--- config.mk ---
export PLATFORM = sky130hd
export DESIGN_NAME = aacm_ctrl
export DESIGN_NICKNAME = d
export VERILOG_FILES = /design/src/hw/rtl/aacm_pkg.sv /design/src/hw/rtl/aacm_ctrl.sv
export SDC_FILE = /design/constraint.sdc
export NUM_CORES = 1
export LEC_CHECK = 0
export BUFFER_PORTS_ARGS = -buffer_cell sky130_fd_sc_hd__buf_2
export CAP_MARGIN = 40
export CORE_AREA = 4 4 41 43
export CTS_BUF_LIST = sky130_fd_sc_hd__clkbuf_4 sky130_fd_sc_hd__clkbuf_8
export DETAILED_ROUTE_END_ITERATION = 8
export DIE_AREA = 0 0 45 47
export SETUP_SLACK_MARGIN = 0.5
export SKIP_CTS_REPAIR_TIMING = 1
export SLEW_MARGIN = 20
export SYNTH_ARGS = -nofsm -noshare
export SYNTH_HDL_FRONTEND = slang
export SYNTH_SLANG_ARGS = --single-unit
--- constraint.sdc ---
create_clock -name clk -period 1.55 [get_ports clk]
set_input_delay 0.2325 -clock clk [delete_from_list [all_inputs] [get_ports clk]]
set_output_delay 0.2325 -clock clk [all_outputs]
set_load 0.01 [all_outputs]
--- src/hw/rtl/aacm_pkg.sv ---
`default_nettype none

package aacm_pkg;

	localparam int OP_W = 2;
	localparam int ROW_W = 10;
	localparam int WIDX_W = 4;
	localparam int WORD_W = 64;
	localparam int ANC_W = 10;
	localparam int MAX_TBL_ROWS = 1 << ROW_W;
	localparam int MAX_TBL_COLS = 1 << WIDX_W;
	localparam int BIT_SEL_W = 6;

	localparam logic [OP_W-1:0] OP_WRITE = 2'd0;
	localparam logic [OP_W-1:0] OP_PUSH = 2'd1;
	localparam logic [OP_W-1:0] OP_READ = 2'd2;

	localparam logic KIND_REPORT = 1'b0;
	localparam logic KIND_READ = 1'b1;

	typedef enum logic [2:0] {
		S_CLEAR = 3'b001,
		S_IDLE = 3'b010,
		S_LOOK = 3'b100
	} state_t;

	typedef struct packed {
		logic clr;
		logic take;
		logic finish;
	} cmd_t;

	typedef struct packed {
		logic clr_last;
		logic op_read;
		logic out_busy;
	} status_t;

endpackage

`default_nettype wire

--- src/hw/rtl/aacm_ctrl.sv ---
`default_nettype none

module aacm_ctrl
	import aacm_pkg::*;
(
	input  wire logic    clk,
	input  wire logic    arst_n,
	input  wire logic    req_valid,
	output logic         req_stall,
	input  wire status_t sts,
	output cmd_t         cmd
);

	state_t state_q;
	state_t state_d;

	assign req_stall = (state_q != S_IDLE) || sts.out_busy;

	always_comb begin
		cmd.clr = (state_q == S_CLEAR);
		cmd.take = req_valid && !req_stall;
		cmd.finish = (state_q == S_LOOK);
	end

	always_comb begin
		state_d = state_q;
		case (state_q)
			S_CLEAR: begin
				if (sts.clr_last) begin
					state_d = S_IDLE;
				end
			end
			S_IDLE: begin
				if (cmd.take && sts.op_read) begin
					state_d = S_LOOK;
				end
			end
			S_LOOK: begin
				state_d = S_IDLE;
			end
			default: begin
				state_d = S_CLEAR;
			end
		endcase
	end

	always_ff @(posedge clk or negedge arst_n) begin
		if (!arst_n) begin
			state_q <= S_CLEAR;
		end else begin
			state_q <= state_d;
		end
	end

endmodule

`default_nettype wire

==> metrics, run 1 <==
status finished, final reports clean; Final Non-Filler Cells 46; # rows 13; first-pass GRT wire length 724 um; max reg flops 3; top cells by area, synth dfrtp_1 28%, dfstp_2 15%, nor4b_4 13%, nor3b_2 6.9%, and3_4 6.3%; Syn Area/Cell 11.26 um2; Synth Instances 16; Starting Density 0.1385; chip width 45 um; Max-cap violations 0; Least-Margin Pin Slew 0.2585 ns; Final TNS setup 0 ns; hold slack roughly 0.15 ns; Reg with most FFs state_q; final setup margin ~0.021 ns; Area Growth Syn to Fin 79.86%; Setup crit start kind flip-flop; R2R cell count 4; FMAX 653.8 MHz; Setup WS pre-CTS 0.2485 ns; worst min-delay path class in2reg; mapped cell area 180.2 um2; vias in the first global route 175; total gr overflow 0; min Tclk post-route 1.529 ns; Max VDD drop 0.3491 mV; Worst EP required 1.32 ns; die area 0.002115 mm2; CP Max Fanout 4; GRT Resource Usage Total 0.06013; Final Hold Fails 0; Port Buffer Count 9; Die Y 47 um; top flop regs state_q x3; pin count of the biggest net entering global routing 6; Initial DRC Count 4; Critical R2R Launch state_q[2]; DR WL/cell 9.565 um; Reg2Reg Setup Slack approximately 0.31 ns; drt first pass iters 4; final wirelength about 440 um; Worst path slowest cell dfrtp_1; Cell Pwr Density approximately 1400 mW/mm2; Arrival @ worst endpoint 1.30 ns; count of cell types in the netlist 13; Finish-stage setup viols 0; RSZ-0062 raised after global routing yes; Setup crit end kind primary output; Worst Skew 0.001273 ns; critical-path cell list or2b_1 -> or2_1 -> inv_2 -> buf_6; CTS tree done; yosys warns 0; kind of critical path reg2out; placed cell count 40; CTS max path bufs 2; Final period util 0.9868; Clock Tree Root clkbuf_4; fin nets 38; CTS clk-pin slew, worst paths 0.04 ns; FF-to-FF End state_q[1]; Final HPWL DP 344.8 um; CTS Buf Count 3; initial antenna violation count 0; final estimated routing congestion in global placement 0.5819; clk_lat worst skew 0.23 ns; Stages on worst setup path 4; crit path capture cmd[0]; Clock H-tree levels 1; DRT antenna net count 0; Slew Limit Headroom 0.8270; Vias/cell 3.913; crit path from state_q[2]; # IOs 10; share of cells above drive strength 1 0.6774; Max stage delay on crit path 0.42 ns; Buf/Inv on CP 2; Remaining DRCs 0; Lkg Pwr 0.0001432 uW; #FFs+latches synth 3; diodes inserted 0; Yosys top cell by area dfrtp_1; Largest delay share family, worst path simple AND/OR/NAND/NOR gates; Final Max Tran Viols 0; post-synth top area share 0.2778; clk sinks 3; Core Area around 0.0013 mm2; vias 180; total power 464.7 uW; sequential area share after synthesis 0.4236; net count after synthesis 22
## worst register-to-register path, stage by stage, from the launching register on
cell      delay [ns]
dfrtp_1         0.42
or2b_1          0.26
or2_1           0.25
buf_4           0.15
o311ai_4        0.07
## routing by layer
metal  track usage  vias to the layer above  wire length, um
met4        0.1228                        0               25
li1              -                       87                -
met5             0                        -                0
met3       0.03448                        2               39
met2       0.06215                       11              198
met1       0.05479                       80              177
## final cells by class
type	count	area [um2]
well taps	15	18.77
multi-input cells	11	116.4
fillers	160	977.2
repair buffers	11	75.07
flip-flops and latches	3	76.32
clock buffers	4	30.03
inverters	2	7.507
## power breakdown
part	total (uW)	leakage (uW)	internal, uW	switching, uW
Sequential	151	0.0000371	113	38.0
Combinational	163	0.0000877	91.0	72.0
Clock	151	0.0000184	114	37.3
Total	465	0.000143	317	147
## synth_stat cells, drive strengths merged
cell	number
a21oi	2
and2	1
and3	1
dfrtp	2
dfstp	1
inv	2
nand2	1
nand2b	1
nor3b	1
nor4b	1
o311ai	1
or2	1
or2b	1
## cells in the final DEF, fill, tap and decap left out, types with 2 or more instances in the layout
master,netlist,layout
buf_6,0,2
buf_2,0,7
dfrtp_1,2,2
a21oi_1,2,2
clkbuf_4,0,4
## metrics by stage
step                cell area (um2)    util
floorplan                     182.7       -
global placement              246.5  0.1894
detailed placement            246.5  0.1894
CTS                           276.5  0.2125
global route                  324.1  0.2490
finish                        324.1  0.2490
## cell families (layout without fill, tap and decap cells)
logic type	count (synthesis)	count (layout)	synth area share
buf+inv	2	17	0.04168
simple gates	8	8	0.4306
compound gates	3	3	0.1042
flops	3	3	0.4236
## worst min path at each step
| stage | startpoint | end | slack, ns | cells past startpoint |
|---|---|---|---|---|
| finish | sts[2] | state_q[0] | 0.15 | 2 |
| floorplan | arst_n | state_q[1] | -0.06 | 0 |
| global placement | arst_n | state_q[1] | 0.03 | 1 |
| detailed placement | arst_n | state_q[1] | 0.03 | 1 |
| global route | sts[2] | state_q[0] | 0.16 | 2 |
| CTS | arst_n | state_q[1] | -0.22 | 1 |
(Power assumes the default switching activity.)
==> run 2: changes to the inputs <==
==> constraint.sdc (replaced) <==
create_clock -name clk -period 1.7 [get_ports clk]
set_input_delay 0.255 -clock clk [delete_from_list [all_inputs] [get_ports clk]]
set_output_delay 0.255 -clock clk [all_outputs]
set_load 0.01 [all_outputs]
==> metrics, run 2 (synthesized netlist as in run 1, its figures left out) <==
status finished, final reports clean; Worst EP required 1.44 ns (+0.12 ns); most common cell after layout, fill and taps aside buf_2; Cell Pwr Density 1338 mW/mm2 (-6.7%); Core Area 0.001301 mm2 (unchanged); RSZ-0062 raised after global routing yes; worst min-delay path class in2reg; Clock power frac 0.329 (+0.004); max reg flops 3 (unchanged); final setup margin 0.1751 ns (+0.1546 ns); Lkg Pwr 0.0001395 uW (-2.6%); Max VDD drop 0.3667 mV (+5.0%); fin nets 38 (unchanged); initial antenna violation count 0 (unchanged); min Tclk post-route between 1.5 and 2 ns; Clock H-tree levels 1 (unchanged); Clock Tree Root clkbuf_4; # IOs 10 (unchanged); Met3 Wirelength 36 um (-7.7%); sequential share of power 0.328 (+0.004); CTS max path bufs 2 (unchanged); Port Buffer Count 9 (unchanged); CTS clk-pin slew, worst paths 0.04 ns (about the same); kind of critical path reg2out; Initial DRC Count 0 (-4); clk sinks 3 (unchanged); Arrival @ worst endpoint 1.27 ns (-0.03 ns); top flop regs state_q x3; final estimated routing congestion in global placement 0.5560 (-4.5%); GRT Resource Usage Total 0.05296 (-0.007162); Remaining DRCs 0 (unchanged); Slew Limit Headroom 0.8375 (+0.01051); Final period util 0.8970; first-pass GRT wire length 655 um (-9.5%); Switching Share 0.3282 (+0.01117); CP Max Fanout 4 (unchanged); diodes inserted 0 (unchanged); FMAX 655.8 MHz; final instance area 316.6 um2 (-2.3%); Worst Skew 0.0004529 ns (-0.0008205 ns); Starting Density 0.1385 (unchanged); # fillers 159 (-0.63%); DRT antenna net count 0 (unchanged); Vias/cell 3.674 (-6.1%); Reg with most FFs state_q; Final TNS setup 0 ns (unchanged); Internal Power 284.5 uW (-10%); Finish-stage setup viols 0 (unchanged); total gr overflow 0 (unchanged); Setup crit end kind primary output; placed inst area 244.0 um2 (-1.0%); metal1 wirelength 151 um (-15%); drt first pass iters 1 (-3); Comb pwr share 0.343 (-0.008); multi-input gate area in the final layout 113.9 um2 (-2.2%); WL met2 277 um (+40%); Max-cap violations 0 (unchanged); vias 169 (-6.1%); clk_lat worst skew 0.23 ns (about the same); Setup WS pre-CTS 0.3826 ns (+0.1341 ns); CTS tree done; Least-Margin Pin Slew 0.2428 ns (-0.01571 ns); # rows 13 (unchanged); commonest non-fill, non-tap cells in the layout 8 x buf_2, 4 x clkbuf_4, 2 x a21oi_1; DR top layer met3; CTS Buf Count 3 (unchanged); share of cells above drive strength 1 0.6774 (unchanged); pin count of the biggest net entering global routing 6 (unchanged); Final Max Tran Viols 0 (unchanged); final wirelength 465 um (+5.7%); switching pwr 139.0 uW (-5.6%); Reg area 77.57 um2 (+1.6%); Final Hold Fails 0 (unchanged); vias in the first global route 174 (-0.57%); die area 0.002115 mm2 (unchanged); Area Growth Syn to Fin 75.69%; DR WL/cell 10.11 um (+5.7%); Die Y 47 um (unchanged); Setup crit start kind flip-flop; chip width 45 um (unchanged)
==> run 2: final cells by class <==
cell class              instances  area share
inverters                       2     0.02372
well taps                      15     0.05929
clock buffers                   4     0.09486
flip-flops and latches          3      0.2451
repair buffers                 11      0.2174
multi-input cells              11      0.3597
==> run 2: through the flow <==
stage                       util  total power, uW  hold slack [ns]  instances
after floorplan                -            206.1         -0.04059         16
after global placement    0.1875            247.8          0.05019         40
after detailed placement  0.1875            252.7          0.05260         40
after CTS                 0.2106            403.9          -0.2036         44
after global routing      0.2433            468.8           0.1783         46
final                     0.2433            423.5           0.1774         46
==> run 2: final timing paths <==
kind	start	to	slack [ns]	cells past startpoint
setup reg to reg	state_q[1]	state_q[1]	0.48	4
hold / removal	sts[2]	state_q[0]	0.18	2
max in group asynchronous	arst_n	state_q[0]	1.16	2
min in group asynchronous	arst_n	state_q[2]	0.35	2
hold reg to reg	state_q[0]	state_q[0]	0.58	2
setup / recovery	state_q[1]	cmd[0]	0.18	4
==> run 2: metal layers <==
layer	vias to the layer above	track usage
met3	0	0.04215
met5	-	0
li1	85	-
met4	0	0.08772
met2	5	0.07627
met1	79	0.03189
==> run 2: power groups by stage <==
stage / registers (uW) / clock network (uW) / logic (uW)
2_1_floorplan: 127 / 0 / 78.7
4_1_cts: 134 / 151 / 118
5_1_grt: 147 / 161 / 161
6_report: 139 / 139 / 145
3_5_place_dp: 134 / 0 / 118
3_3_place_gp: 133 / 0 / 115
==> run 2: critical path, cell delays in order (launching register included) <==
cell and delay [ns]:
dfrtp_1 0.40, or2b_1 0.24, or2_1 0.25, inv_2 0.06
buf_6 0.09
